## src/rtl/cha_fifo.sv

```systemverilog
`timescale 1ns / 1ps
module cha_fifo #(
  parameter int WIDTH = 32
) (
  input  logic             clk,
  input  logic             rst_n,
  input  logic             push,
  input  logic [WIDTH-1:0] wdata,
  output logic             full,
  input  logic             pop,
  output logic [WIDTH-1:0] rdata,
  output logic             empty
);

  logic [WIDTH-1:0] mem_r [2];
  logic             wp_r;
  logic             rp_r;
  logic [1:0]       cnt_r;
  logic             do_push;
  logic             do_pop;

  assign full    = (cnt_r == 2'd2);
  assign empty   = (cnt_r == 2'd0);
  assign do_push = push && !full;
  assign do_pop  = pop && !empty;
  assign rdata   = mem_r[rp_r];

  always_ff @(posedge clk) begin
    if (!rst_n) begin
      wp_r  <= 1'b0;
      rp_r  <= 1'b0;
      cnt_r <= 2'd0;
    end else begin
      if (do_push) begin
        mem_r[wp_r] <= wdata;
        wp_r        <= !wp_r;
      end
      if (do_pop) begin
        rp_r <= !rp_r;
      end
      if (do_push && !do_pop) begin
        cnt_r <= cnt_r + 2'd1;
      end else if (do_pop && !do_push) begin
        cnt_r <= cnt_r - 2'd1;
      end
    end
  end

endmodule

```

## config.mk

```make
export PLATFORM = sky130hd
export DESIGN_NAME = cha_fifo
export DESIGN_NICKNAME = d
export VERILOG_FILES = /design/src/rtl/cha_fifo.sv
export SDC_FILE = /design/constraint.sdc
export NUM_CORES = 1
export LEC_CHECK = 0
export ABC_AREA = 1
export BUFFER_PORTS_ARGS = -buffer_cell sky130_fd_sc_hd__buf_2
export CORE_UTILIZATION = 52
export CTS_BUF_LIST = sky130_fd_sc_hd__clkbuf_16
export CTS_CLUSTER_SIZE = 30
export DETAILED_ROUTE_END_ITERATION = 8
export GPL_TIMING_DRIVEN = 0
export HOLD_SLACK_MARGIN = 0.05
export PLACE_DENSITY = 0.79
export SYNTH_ARGS = -nofsm -noshare
export SYNTH_HDL_FRONTEND = slang
export SYNTH_SLANG_ARGS = --single-unit
```

## constraint.sdc

```tcl
create_clock -name clk -period 3.5 [get_ports clk]
set_input_delay 0 -clock clk [delete_from_list [all_inputs] [get_ports clk]]
set_output_delay 0 -clock clk [all_outputs]
set_load 0.1 [all_outputs]
```

==> summary.txt <==
max-cap violations = 0
CP Buf/Inv Count = 1
WS Path Type = register to register
Syn Inst Count = 140
Core Footprint = 4880 um2
DR pass1 iterations = 4
row count = 25
Max stage delay on crit path = 0.72 ns
Worst R2R Start = cnt_r[1]$_SDFFE_PN0P_
Setup TNS Final = 0 ns
pin count of the biggest net entering global routing = 33
Max Fclk = 535 MHz
CP endpoint kind = register
area grow syn2layout = 38.6%
met2 Use GR = 0.357
aggregate global routing overflow = 0
HP Start = push
drt drc = 0
Worst Tran Pin Value = 0.925 ns
routed vias = 1,559
n_diodes = 0
mux contribution to synthesized area = 0.174
Leakage = 1.54 nW
post-cts sizing count = 0
gp weighted congestion = 0.666
Worst-Skew Late Latency = 0.33 ns
Crit path max-delay family = simple AND/OR/NAND/NOR gates
Critical-path top delay cell = nor2_4
chip width = 74.3 um
Initial Util = 0.557
WL per Instance = 14.9 um
worst path arrival time = 1.82 ns
CTS root buffer = clkbuf_16
Port-buffer cells = 69
met3 usage = 0.0461
footprint of the multi-input gates = 598 um2
Critical Path, Cell by Cell = inv_1, nor2_1, nor2_1, nand2_1, nor2_4
Post-CTS Setup Bufs = 0
Hold Vio Cnt, Final = 0
HP Class = input pin to register
global route hottest layer = met2
Slew Viols, Final = 0
vias per inst = 4.77
clk_skew = 0.00439 ns
synthesized flop and latch total = 69
Synth cell types = 15
most frequent cells in the layout = 69 x buf_2, 64 x edfxtp_1, 33 x dlygate4sd3_1, 30 x mux2_4, 13 x inv_1
Clock Pin Slew Worst Setup and Hold Paths = 0.05 ns
vias in the first global route = 1,669
fillers = 299
final setup fails = 0
required time of the critical path = 3.45 ns
# IOs = 70
Post-Syn Nets = 177
clk buf depth = 2
Routed WL = 4.87 mm
DRT iter0 DRCs = 42
Peak VDD IR = 0.576 mV
CTS tree = yes
yosys synthesis warning count = 0
crit path from = cnt_r[1]$_SDFFE_PN0P_
chip height = 74.3 um
Avg Cell Area, Syn = 19.4 um2
largest family of logic cells by synthesized area = multiplexers
Top cell by count, worst path = nor2_1
initial antenna violation count = 0
total power = 3.06 mW
DP HPWL = 3.05 mm
cell area after synthesis = 2720 um2
status = finished clean
compound-cell area share of the yosys netlist = 0.00737
peak fanout along the critical path = 32
post-synthesis sequential area ratio = 0.744
Net count, final = 292
antenna-violating nets left = 0
GRT Resource Usage Total = 0.191
first-pass GRT wire length = 7.29 mm
commonest non-fill, non-tap cell in the layout = buf_2
Post-Synth Simple-Gate Area = 0.0295
Setup crit start kind = register
period utilisation layout = 0.535
met1 Track Usage GR = 0.190
Reg area = 2020 um2
Slew headroom = 0.382
CTS H-tree depth = 3
fraction of the mapped netlist area in adder cells = 0.00461
dpl cell area = 3180 um2
Total Die Area = 5520 um2
PwrDens = 813 nW/um2
total CTS buffers = 9
clk sinks = 69
RSZ-0062 raised after global routing = no
share of layout cells above drive strength 1 = 0.462
XOR/XNOR share of the synthesized area = 0
final period demand of the worst path = 1.87 ns
post-route design area = 3760 um2
-- per-stage QoR --
| step | hold slack (ns) | setup slack [ns] | util | instances |
|---|---|---|---|---|
| 2_1_floorplan | 0.0989 | 0.350 | - | 140 |
| 3_3_place_gp | 0.188 | -0.763 | 0.645 | 276 |
| 3_5_place_dp | 0.191 | 1.61 | 0.652 | 278 |
| 4_1_cts | 0.0671 | 1.59 | 0.772 | 327 |
| 5_1_grt | 0.0908 | 1.47 | 0.772 | 327 |
| 6_report | 0.0749 | 1.63 | 0.772 | 327 |
-- state kept, by name (all words and copies together) (netlist names), named ones only --
register	count
wp_r	1
rp_r	1
mem_r	64
cnt_r	2
-- timing repair --
item,4_1_cts,5_1_grt
hold buffers,33,0
setup endpoints to repair,0,0
endpoints found under the hold margin,68,0
-- tightest hold or removal path, delay by kind of cell --
family	cells	cell delay, ns
buffers and inverters	1	0.08
AOI/OAI and AO/OA	2	0.18
and+or+nand+nor	1	0.08
-- kinds of logic after synthesis --
logic type	after synthesis
AO/OA/AOI/OAI	4
multiplexers	32
flip-flops	69
adder cells (fa/ha/maj)	1
buffers and inverters	14
AND/OR/NAND/NOR	20
-- routing by layer --
layer,wire length [um],share of wire
met5,0,0
met4,102,0.021
met3,173,0.036
met2,2710,0.56
met1,1880,0.39
-- synthesized netlist by cell type --
cell / instances / share of area
buf_12: 3 / 0.022
nand2_1: 8 / 0.011
o21ai_0: 2 / 0.0037
inv_1: 10 / 0.014
a21oi_1: 2 / 0.0037
nand4_1: 1 / 0.0023
ha_1: 1 / 0.0046
nor2_1: 9 / 0.012
nand3_1: 1 / 0.0018
edfxtp_1: 64 / 0.71
nor3_1: 1 / 0.0018
mux2_4: 30 / 0.17
dfxtp_1: 5 / 0.037
mux2_2: 2 / 0.0083
buf_6: 1 / 0.0041
-- power breakdown --
group | internal [mW] | switching [mW]
clock network | 0.463 | 0.300
logic | 0.321 | 0.956
registers | 0.993 | 0.0284
-- worst paths after layout --
path	slack [ns]	cells past startpoint	end
worst max register to register	1.63	5	mem_r[0][5]$_DFFE_PP_
worst min register to register	0.48	2	wp_r$_SDFFE_PN0P_
worst max-delay path	1.63	5	mem_r[0][5]$_DFFE_PP_
worst min-delay path	0.07	4	wp_r$_SDFFE_PN0P_
-- cell type report --
class                   instances  area share
clock inverters                 7     0.00764
flip-flops and latches         69       0.537
clock buffers                   9      0.0598
well taps                      67      0.0223
repair buffers                104       0.185
multi-input cells              57       0.159
inverters                      10     0.00997
plain buffers                   4      0.0189
Note: power is estimated with default switching activity, not from simulation.
