### src/rtl/cha_pkg.sv
`timescale 1ns / 1ps
package cha_pkg;

  localparam int MAX_KEY_WORDS = 4;
  localparam int HASH_SHIFT = 3;
  localparam logic [11:0] MAX_KICKS_RESET = 12'd1024;
  localparam logic REQ_BUILD = 1'b0;
  localparam logic REQ_PROBE = 1'b1;

  typedef enum logic [2:0] {
    ST_INSERTED      = 3'd0,
    ST_AGGREGATED    = 3'd1,
    ST_OVERFLOW      = 3'd2,
    ST_PROBE_ABSENT  = 3'd3,
    ST_PROBE_PRESENT = 3'd4
  } status_t;

  typedef struct packed {
    logic        req_type;
    logic [31:0] key0;
    logic [31:0] key1;
    logic [31:0] key2;
    logic [31:0] count;
  } item_t;

  typedef struct packed {
    status_t     status;
    logic        emit;
    logic [31:0] count;
    logic [31:0] key0;
    logic [31:0] key1;
    logic [31:0] key2;
    logic        overflowed;
  } result_t;

  typedef struct packed {
    logic clearing;
    logic overflow;
  } back_stat_t;

  typedef logic [MAX_KEY_WORDS-1:0][31:0] key_arr_t;

  // key words past the three inputs read as zero
  function automatic key_arr_t key_words(item_t it);
    key_arr_t k;
    k[0] = it.key0;
    k[1] = it.key1;
    k[2] = it.key2;
    k[3] = 32'd0;
    return k;
  endfunction

endpackage

### src/rtl/cha_front.sv
`timescale 1ns / 1ps
module cha_front import cha_pkg::*; #(
  parameter int HALF_SIZE = 1024,
  parameter int KEY_WORDS = 3
) (
  input  logic                         clk,
  input  logic                         rst_n,
  input  logic                         hold,
  input  logic                         in_push,
  input  item_t                        in_item,
  output logic                         in_full,
  output logic                         q_push,
  output item_t                        q_item,
  output logic [$clog2(HALF_SIZE)-1:0] q_h1,
  output logic [$clog2(HALF_SIZE)-1:0] q_h2,
  input  logic                         q_full
);

  localparam int HB = $clog2(HALF_SIZE);
  localparam logic [1:0] LAST_STEP = 2'(KEY_WORDS - 1);

  typedef enum logic [1:0] {F_IDLE, F_HASH, F_PUSH} fstate_t;

  fstate_t     state_r;
  item_t       item_r;
  logic [1:0]  step_r;
  logic [31:0] a_r;
  logic [31:0] b_r;
  key_arr_t    kin;
  logic [31:0] word;
  logic [31:0] mix;
  logic [31:0] prod;
  logic [31:0] bmix;

  assign kin  = key_words(item_r);
  assign word = kin[step_r];
  assign mix  = word ^ (word >> HASH_SHIFT);
  assign prod = b_r * mix;
  assign bmix = b_r ^ (b_r >> HASH_SHIFT);

  assign in_full = (state_r != F_IDLE) || hold;
  assign q_push  = (state_r == F_PUSH) && !q_full;
  assign q_item  = item_r;
  assign q_h1    = a_r[HB-1:0];
  assign q_h2    = bmix[HB-1:0];

  always_ff @(posedge clk) begin
    if (!rst_n) begin
      state_r <= F_IDLE;
    end else begin
      unique case (state_r)
        F_IDLE: begin
          if (in_push && !in_full) begin
            item_r  <= in_item;
            a_r     <= 32'd0;
            b_r     <= 32'd1;
            step_r  <= 2'd0;
            state_r <= F_HASH;
          end
        end
        F_HASH: begin
          // one key word per cycle through the shared multiplier
          a_r    <= (a_r << 1) + word;
          b_r    <= prod;
          step_r <= step_r + 2'd1;
          if (step_r == LAST_STEP) begin
            state_r <= F_PUSH;
          end
        end
        F_PUSH: begin
          if (!q_full) begin
            state_r <= F_IDLE;
          end
        end
        default: state_r <= F_IDLE;
      endcase
    end
  end

endmodule

### config.mk
export PLATFORM = sky130hd
export DESIGN_NAME = cha_front
export DESIGN_NICKNAME = d
export VERILOG_FILES = /design/src/rtl/cha_pkg.sv /design/src/rtl/cha_front.sv
export SDC_FILE = /design/constraint.sdc
export NUM_CORES = 1
export LEC_CHECK = 0
export BUFFER_PORTS_ARGS = -buffer_cell sky130_fd_sc_hd__buf_2
export CAP_MARGIN = 20
export CORE_ASPECT_RATIO = 1.2
export CORE_UTILIZATION = 53
export DETAILED_ROUTE_END_ITERATION = 12
export GPL_ROUTABILITY_DRIVEN = 0
export GPL_TIMING_DRIVEN = 0
export PLACE_DENSITY_LB_ADDON = 0.15
export SLEW_MARGIN = 20
export SYNTH_ARGS = -nofsm -noshare
export SYNTH_HDL_FRONTEND = slang
export SYNTH_SLANG_ARGS = --single-unit
### constraint.sdc
create_clock -name clk -period 20.5 [get_ports clk]
set_input_delay 1.025 -clock clk [delete_from_list [all_inputs] [get_ports clk]]
set_output_delay 1.025 -clock clk [all_outputs]
set_load 0.05 [all_outputs]
==> results.md, run 1 <==
* Die height at ~140 um
* First-pass GRT wire length at 32000 um
* Final Skew at roughly 0.017 ns
* CTS tree: built
* Most frequent cells in the layout: 285 x buf_2, 154 x edfxtp_1, 68 x inv_1
* R2R Path Start: step_r[1]$_SDFFCE_PP0P_
* WP data arrival at 7.88 ns
* CTS Buf Count at 17
* VDD IR-drop max at ~0.000075 V
* Setup TNS Final at 0 ns
* CP Max Fanout at 10
* Worst R2R End: b_r[12]$_SDFFCE_PP0P_
* Min Clock Period, post-route at just under 8 ns
* Global route overflow at 0
* P&R area growth vs syn at 27.8%
* Reg2Reg Depth at 26
* Fmax achieved at 130 MHz
* Mapped Cells at 602
* Worst EP required at 20.67 ns
* Slowest Stage Delay on Critical Path at around 0.60 ns
* Top post-synthesis cells by area: edfxtp_1 54%, fa_1 11%, ha_1 8.0%, xnor2_1 3.7%, nor2b_1 3.1%
* Nets@finish at 1148
* Final Util at a little over two thirds
* Reg clk slew, reported paths at 0.08 ns
* Power density over the cells at 130 nW/um^2
* Number of port buffers at roughly 280
* # Max-Cap Violations at 0
* Min-delay worst type: reg -> reg
* Post-CTS setup buffer count at 0
* Post_cts resized at 0
* Post-synth EDFFs at 154
* Cell area after synthesis at roughly 8600 um^2
* Vias in the first global route at ~6400
* Critical Path Source Type: flop
* Drt drc at 0
* Share of Yosys cell area claimed by the top area cell type at 53.6%
* Worst Tran Pin Value at 0.774 ns
* Worst setup path endpoint: b_r[12]$_SDFFCE_PP0P_
* Root buffer cell: clkbuf_16
* Post-route cell area at 11000 um^2
* Mean Syn Cell Area at roughly 14 um^2
* Core Rows at 50
* Flop2flop setup slack at 12.79 ns
* Ys Warns at 0
* Pin count of the biggest net entering global routing at 31
* CP max-delay cell: xnor2_1
* Tot GR Track Use at about a quarter
* RSZ-0062 raised after global routing: no
* Final setup vio count at 0
* Synthesized flop and latch total at 156
* Initial antenna violation count at 0
* CP Class: reg -> reg
* Final Cycle Share at 37.6%
* Drt pass-1 iters at 4
* Routed WL at approximately 21000 um
* Synth area leader: edfxtp_1
* Start point of the critical path: step_r[1]$_SDFFCE_PP0P_
* Post-synth ARST share at 0%
* Library cells used by synthesis at 41
* Final-report max-slew violation count at 0
* Post-DRT Antenna Nets at 0
* Share of cells above drive strength 1 at 37.9%
* Diode count at 0
* DP Worst Slack at approximately 13 ns
* Sink Count at 156
* DR iter-0 viols at roughly 230
* Clock Path Buffers at 2
* Post-route setup slack at 12.79 ns
* Post-CTS Hold Buffers at 0
* Worst Hold Depth at 2
* Starting Density at 54.7%
* Count of final hold-check violations at 0
* Ys flop type: edfxtp_1
* Leakage at about 4.8 nW
* Detailed placement HPWL at around 17000 um
* H-Tree Depth at 4
* DP Cell Count at between 1000 and 1500
* Worst-skew pair later-pin latency at ~0.42 ns
* Headroom to the max-slew limit at 48.0%
* Via count at 5754
* Leading cell type in the layout, fill and taps excluded: buf_2
* Seq/Total Area, Yosys at 54.1%
* Non-Filler Instances at 1134
* Critical Path End Type: flop
* Worst path most repeated cell: fa_1
* Io pins at between 200 and 300
* Die footprint at 16800 um^2
* Status: completed
* Core area at 15800 um^2
* Vias per inst at slightly above 5
* Cell area after placement at between 10000 and 15000 um^2
* Syn_nets at 837
* DIE WIDTH at roughly 120 um
* Wire length per cell at 18.2 um
## final cells by class
cell class / count / area, um^2
plain buffers: 20 / 140
clock buffers: 17 / 425
clock inverters: 15 / 146
fillers: 1175 / 4740
inverters: 68 / 255
multi-input cells: 358 / 3580
flip-flops and latches: 156 / 4660
well taps: 208 / 260
repair buffers: 292 / 1550
## cells by family (layout without fill, tap and decap cells)
kind of cell	after synthesis	in the layout	synth area share, %
flops	156	156	54.1
simple gates	136	136	8.97
fa+ha+maj	101	101	18.7
buf+inv	88	412	4.58
xor+xnor	58	58	6.46
compound gates	45	45	4.99
mux	18	18	2.25
## worst min path at each step
stage,start,endpoint
after floorplan,state_r[1]$_SDFFE_PN0P_,state_r[1]$_SDFFE_PN0P_
after global placement,state_r[0]$_SDFFE_PN0P_,state_r[0]$_SDFFE_PN0P_
after detailed placement,state_r[0]$_SDFFE_PN0P_,state_r[0]$_SDFFE_PN0P_
after CTS,state_r[0]$_SDFFE_PN0P_,state_r[1]$_SDFFE_PN0P_
after global routing,state_r[0]$_SDFFE_PN0P_,state_r[1]$_SDFFE_PN0P_
final,state_r[0]$_SDFFE_PN0P_,state_r[1]$_SDFFE_PN0P_
## cells in the mapped netlist (2+ instances only)
library cell,n
edfxtp_1,154
inv_1,68
ha_1,55
fa_1,46
nor2b_1,43
xnor2_1,36
nand2_1,25
nor2_1,20
xor2_1,18
mux2i_1,16
a21oi_1,14
and2_1,13
clkbuf_1,12
and2b_1,11
nand2b_1,9
o21ai_0,6
buf_6,5
o2bb2ai_4,5
a21o_1,4
o21bai_1,4
o2bb2ai_1,4
o2bb2ai_2,4
nor3_1,3
xnor3_1,3
a21boi_0,2
and2b_2,2
dfxtp_1,2
nand2b_2,2
nand3b_1,2
nor3b_1,2
or2b_1,2
## metrics by stage
| step | total power (W) | hold WS [ns] |
|---|---|---|
| after floorplan | 0.000973 | 0.505 |
| after global placement | 0.00111 | 0.531 |
| after detailed placement | 0.00114 | 0.555 |
| after CTS | 0.00145 | 0.560 |
| after global routing | 0.00155 | 0.589 |
| final | 0.00144 | 0.558 |
## report_power, final
group          switching [W]  internal (W)  total (W)  leakage [nW]
Clock               0.000144      0.000162   0.000306         0.277
Combinational       0.000411      0.000340   0.000751          3.12
Sequential        0.00000844      0.000372   0.000380          1.43
Total               0.000563      0.000874    0.00144          4.83
## critical path: cells and delay by family (launching register included)
family	cells	cell delay, ns
AOI/OAI and AO/OA	1	0.14
xor gates and xnor gates	9	2.25
adders and majority gates	8	3.52
buffers and inverters	5	0.52
DFF	1	0.36
muxes	1	0.32
and+or+nand+nor	2	0.33
## registers in the layout, indices dropped and copies added, names as in the netlist
register / count
step_r: 2
a_r: 10
state_r: 2
q_item: 129
b_r: 13
## per-layer routing
metal	share of wire, %	wire length (um)	up-vias	global-route usage, %
li1	-	-	2671	-
met1	35	7250	2845	27.3
met2	56	11500	203	47.3
met3	6.4	1330	35	6.11
met4	2.5	516	0	10.6
met5	0	0	-	0
(Power assumes the default switching activity.)
==> inputs of run 2 (changes only) <==
--- a/config.mk
+++ b/config.mk
@@ -8,7 +8,7 @@
 export BUFFER_PORTS_ARGS = -buffer_cell sky130_fd_sc_hd__buf_2
 export CAP_MARGIN = 20
 export CORE_ASPECT_RATIO = 1.2
-export CORE_UTILIZATION = 53
+export CORE_UTILIZATION = 46
 export DETAILED_ROUTE_END_ITERATION = 12
 export GPL_ROUTABILITY_DRIVEN = 0
 export GPL_TIMING_DRIVEN = 0
==> constraint.sdc (replaced) <==
create_clock -name clk -period 6.2 [get_ports clk]
set_input_delay 0.31 -clock clk [delete_from_list [all_inputs] [get_ports clk]]
set_output_delay 0.31 -clock clk [all_outputs]
set_load 0.05 [all_outputs]
==> results.md, run 2 (synthesized netlist as in run 1, its figures left out) <==
* Nets@finish at 1176
* Die height at 152 um
* Via count at 5820
* Highest metal used: met4
* Min-delay worst type: in -> reg
* Diode count at 0
* CP max-delay cell: fa_1
* CP Class: reg -> reg
* CP Buf/Inv Count at 6
* Post-route cell area at 11700 um^2
* Io pins at around 290
* CTS tree: built
* Worst path most repeated cell: fa_1
* Most frequent cells in the layout: 286 x buf_2, 154 x edfxtp_1, 59 x inv_1
* Setup TNS Final at -1.22 ns
* DR iter-0 viols at 247
* Worst Tran Pin Value at 0.809 ns
* P&R area growth vs syn at 35.5%
* Detailed placement HPWL at 16600 um
* Share of cells above drive strength 1 at 45.2%
* WP data arrival at 7.14 ns
* Headroom to the max-slew limit at 46.0%
* Final Cycle Share at 112%
* Starting Density at 47.3%
* Post-DRT Antenna Nets at 0
* DIE WIDTH at ~130 um
* Worst EP required at around 6.4 ns
* Kind of cell adding the most delay to the critical path: adder cells
* Core area at roughly 18000 um^2
* CP Max Fanout at 7
* Routed WL at ~21000 um
* Post-route setup slack at -0.764 ns
* First-pass GRT wire length at 33000 um
* Core Rows at 54
* Sink Count at about 160
* Vias per inst at roughly 4.9
* Max reg flops at 129
* Fillers at 1428
* PnR Total Power at 0.00536 W
* Die footprint at 19300 um^2
* Reg clk slew, reported paths at 0.07 ns
* Power density over the cells at 459 nW/um^2
* Slowest Stage Delay on Critical Path at 0.54 ns
* Clock Path Buffers at 2
* Final-report max-slew violation count at 0
* Count of final hold-check violations at 0
* Leakage at 5.06 nW
* Failing checks: negative setup slack
* Fmax achieved at 144 MHz
* RSZ-0062 raised after global routing: yes
* Root buffer cell: clkbuf_16
* Critical Path Source Type: flop
* Number of port buffers at 284
* Leading cell type in the layout, fill and taps excluded: buf_2
* Drt pass-1 iters at 4
* VDD IR-drop max at ~0.0004 V
* CTS Buf Count at 17
* Worst-skew pair later-pin latency at 0.42 ns
* Initial antenna violation count at 0
* Drt drc at 0
* DR WL met3 at 1150 um
* Cell area after placement at 10500 um^2
* Met2 WL at 11700 um
* Final setup vio count at 4
* Global route overflow at 0
* Wire length per cell at about 18 um
* M1 wire length at 7790 um
* Critical Path End Type: flop
* Min Clock Period, post-route at just under 7 ns
* Tot GR Track Use at 22.6%
* Vias in the first global route at ~6400
* H-Tree Depth at 4
* # Max-Cap Violations at 0
* Pin count of the biggest net entering global routing at 31
* Status: finished with violations
* Final Skew at 0.00853 ns
[run 2: cell count changes in the layout (fill, tap and decap cells not counted), sizes merged]
cell	previous run	this run
buf	299	327
clkinv	2	3
inv	79	78
[run 2: path summary, 6_finish.rpt]
kind | startpoint | end | slack [ns] | cells past startpoint
worst max-delay path | step_r[1]$_SDFFCE_PP0P_ | b_r[12]$_SDFFCE_PP0P_ | -0.76 | 27
worst min-delay path | in_item[89] | q_item[89]$_DFFE_PP_ | 0.06 | 1
worst max register to register | step_r[1]$_SDFFCE_PP0P_ | b_r[12]$_SDFFCE_PP0P_ | -0.76 | 27
worst min register to register | state_r[0]$_SDFFE_PN0P_ | state_r[1]$_SDFFE_PN0P_ | 0.56 | 2
[run 2: stage by stage]
step / util (%) / setup slack, ns / cells / hold WS (ns)
global route: 64.0 / -0.941 / 1178 / 0.0409
detailed placement: 57.6 / -1.32 / 1116 / 0.488
floorplan: - / -0.705 / 602 / 0.409
finish: 64.0 / -0.764 / 1178 / 0.0559
global placement: 56.9 / -1.25 / 1110 / 0.486
CTS: 62.2 / -0.802 / 1165 / 0.0425
[run 2: cell type report]
type / count / area [um^2] / area share [%]
plain buffers: 20 / 168 / 1.44
well taps: 224 / 280 / 2.40
clock buffers: 17 / 425 / 3.64
multi-input cells: 358 / 3960 / 33.9
flip-flops and latches: 156 / 4660 / 39.9
clock inverters: 15 / 146 / 1.25
inverters: 68 / 258 / 2.21
repair buffers: 320 / 1790 / 15.3
[run 2: repair_timing]
action / in CTS / in global routing
setup buffers: 17 / 12
hold endpoints to repair: 0 / 0
hold buffers: 0 / 0
pin swaps: 23 / 46
gates cloned: 0 / 1
resized for setup: 27 / 42
endpoints found under the setup margin: 4 / 4
[run 2: where the power goes]
group	total [W]	switching, W	internal (W)
registers	0.00126	0.0000298	0.00123
logic	0.00309	0.00163	0.00147
clock network	0.00101	0.000473	0.000536
[run 2: metal layers]
layer,global-route usage [%],up-vias
met5,0,-
met4,10.1,0
met3,5.92,40
met2,42.0,179
met1,23.8,2870
li1,-,2731
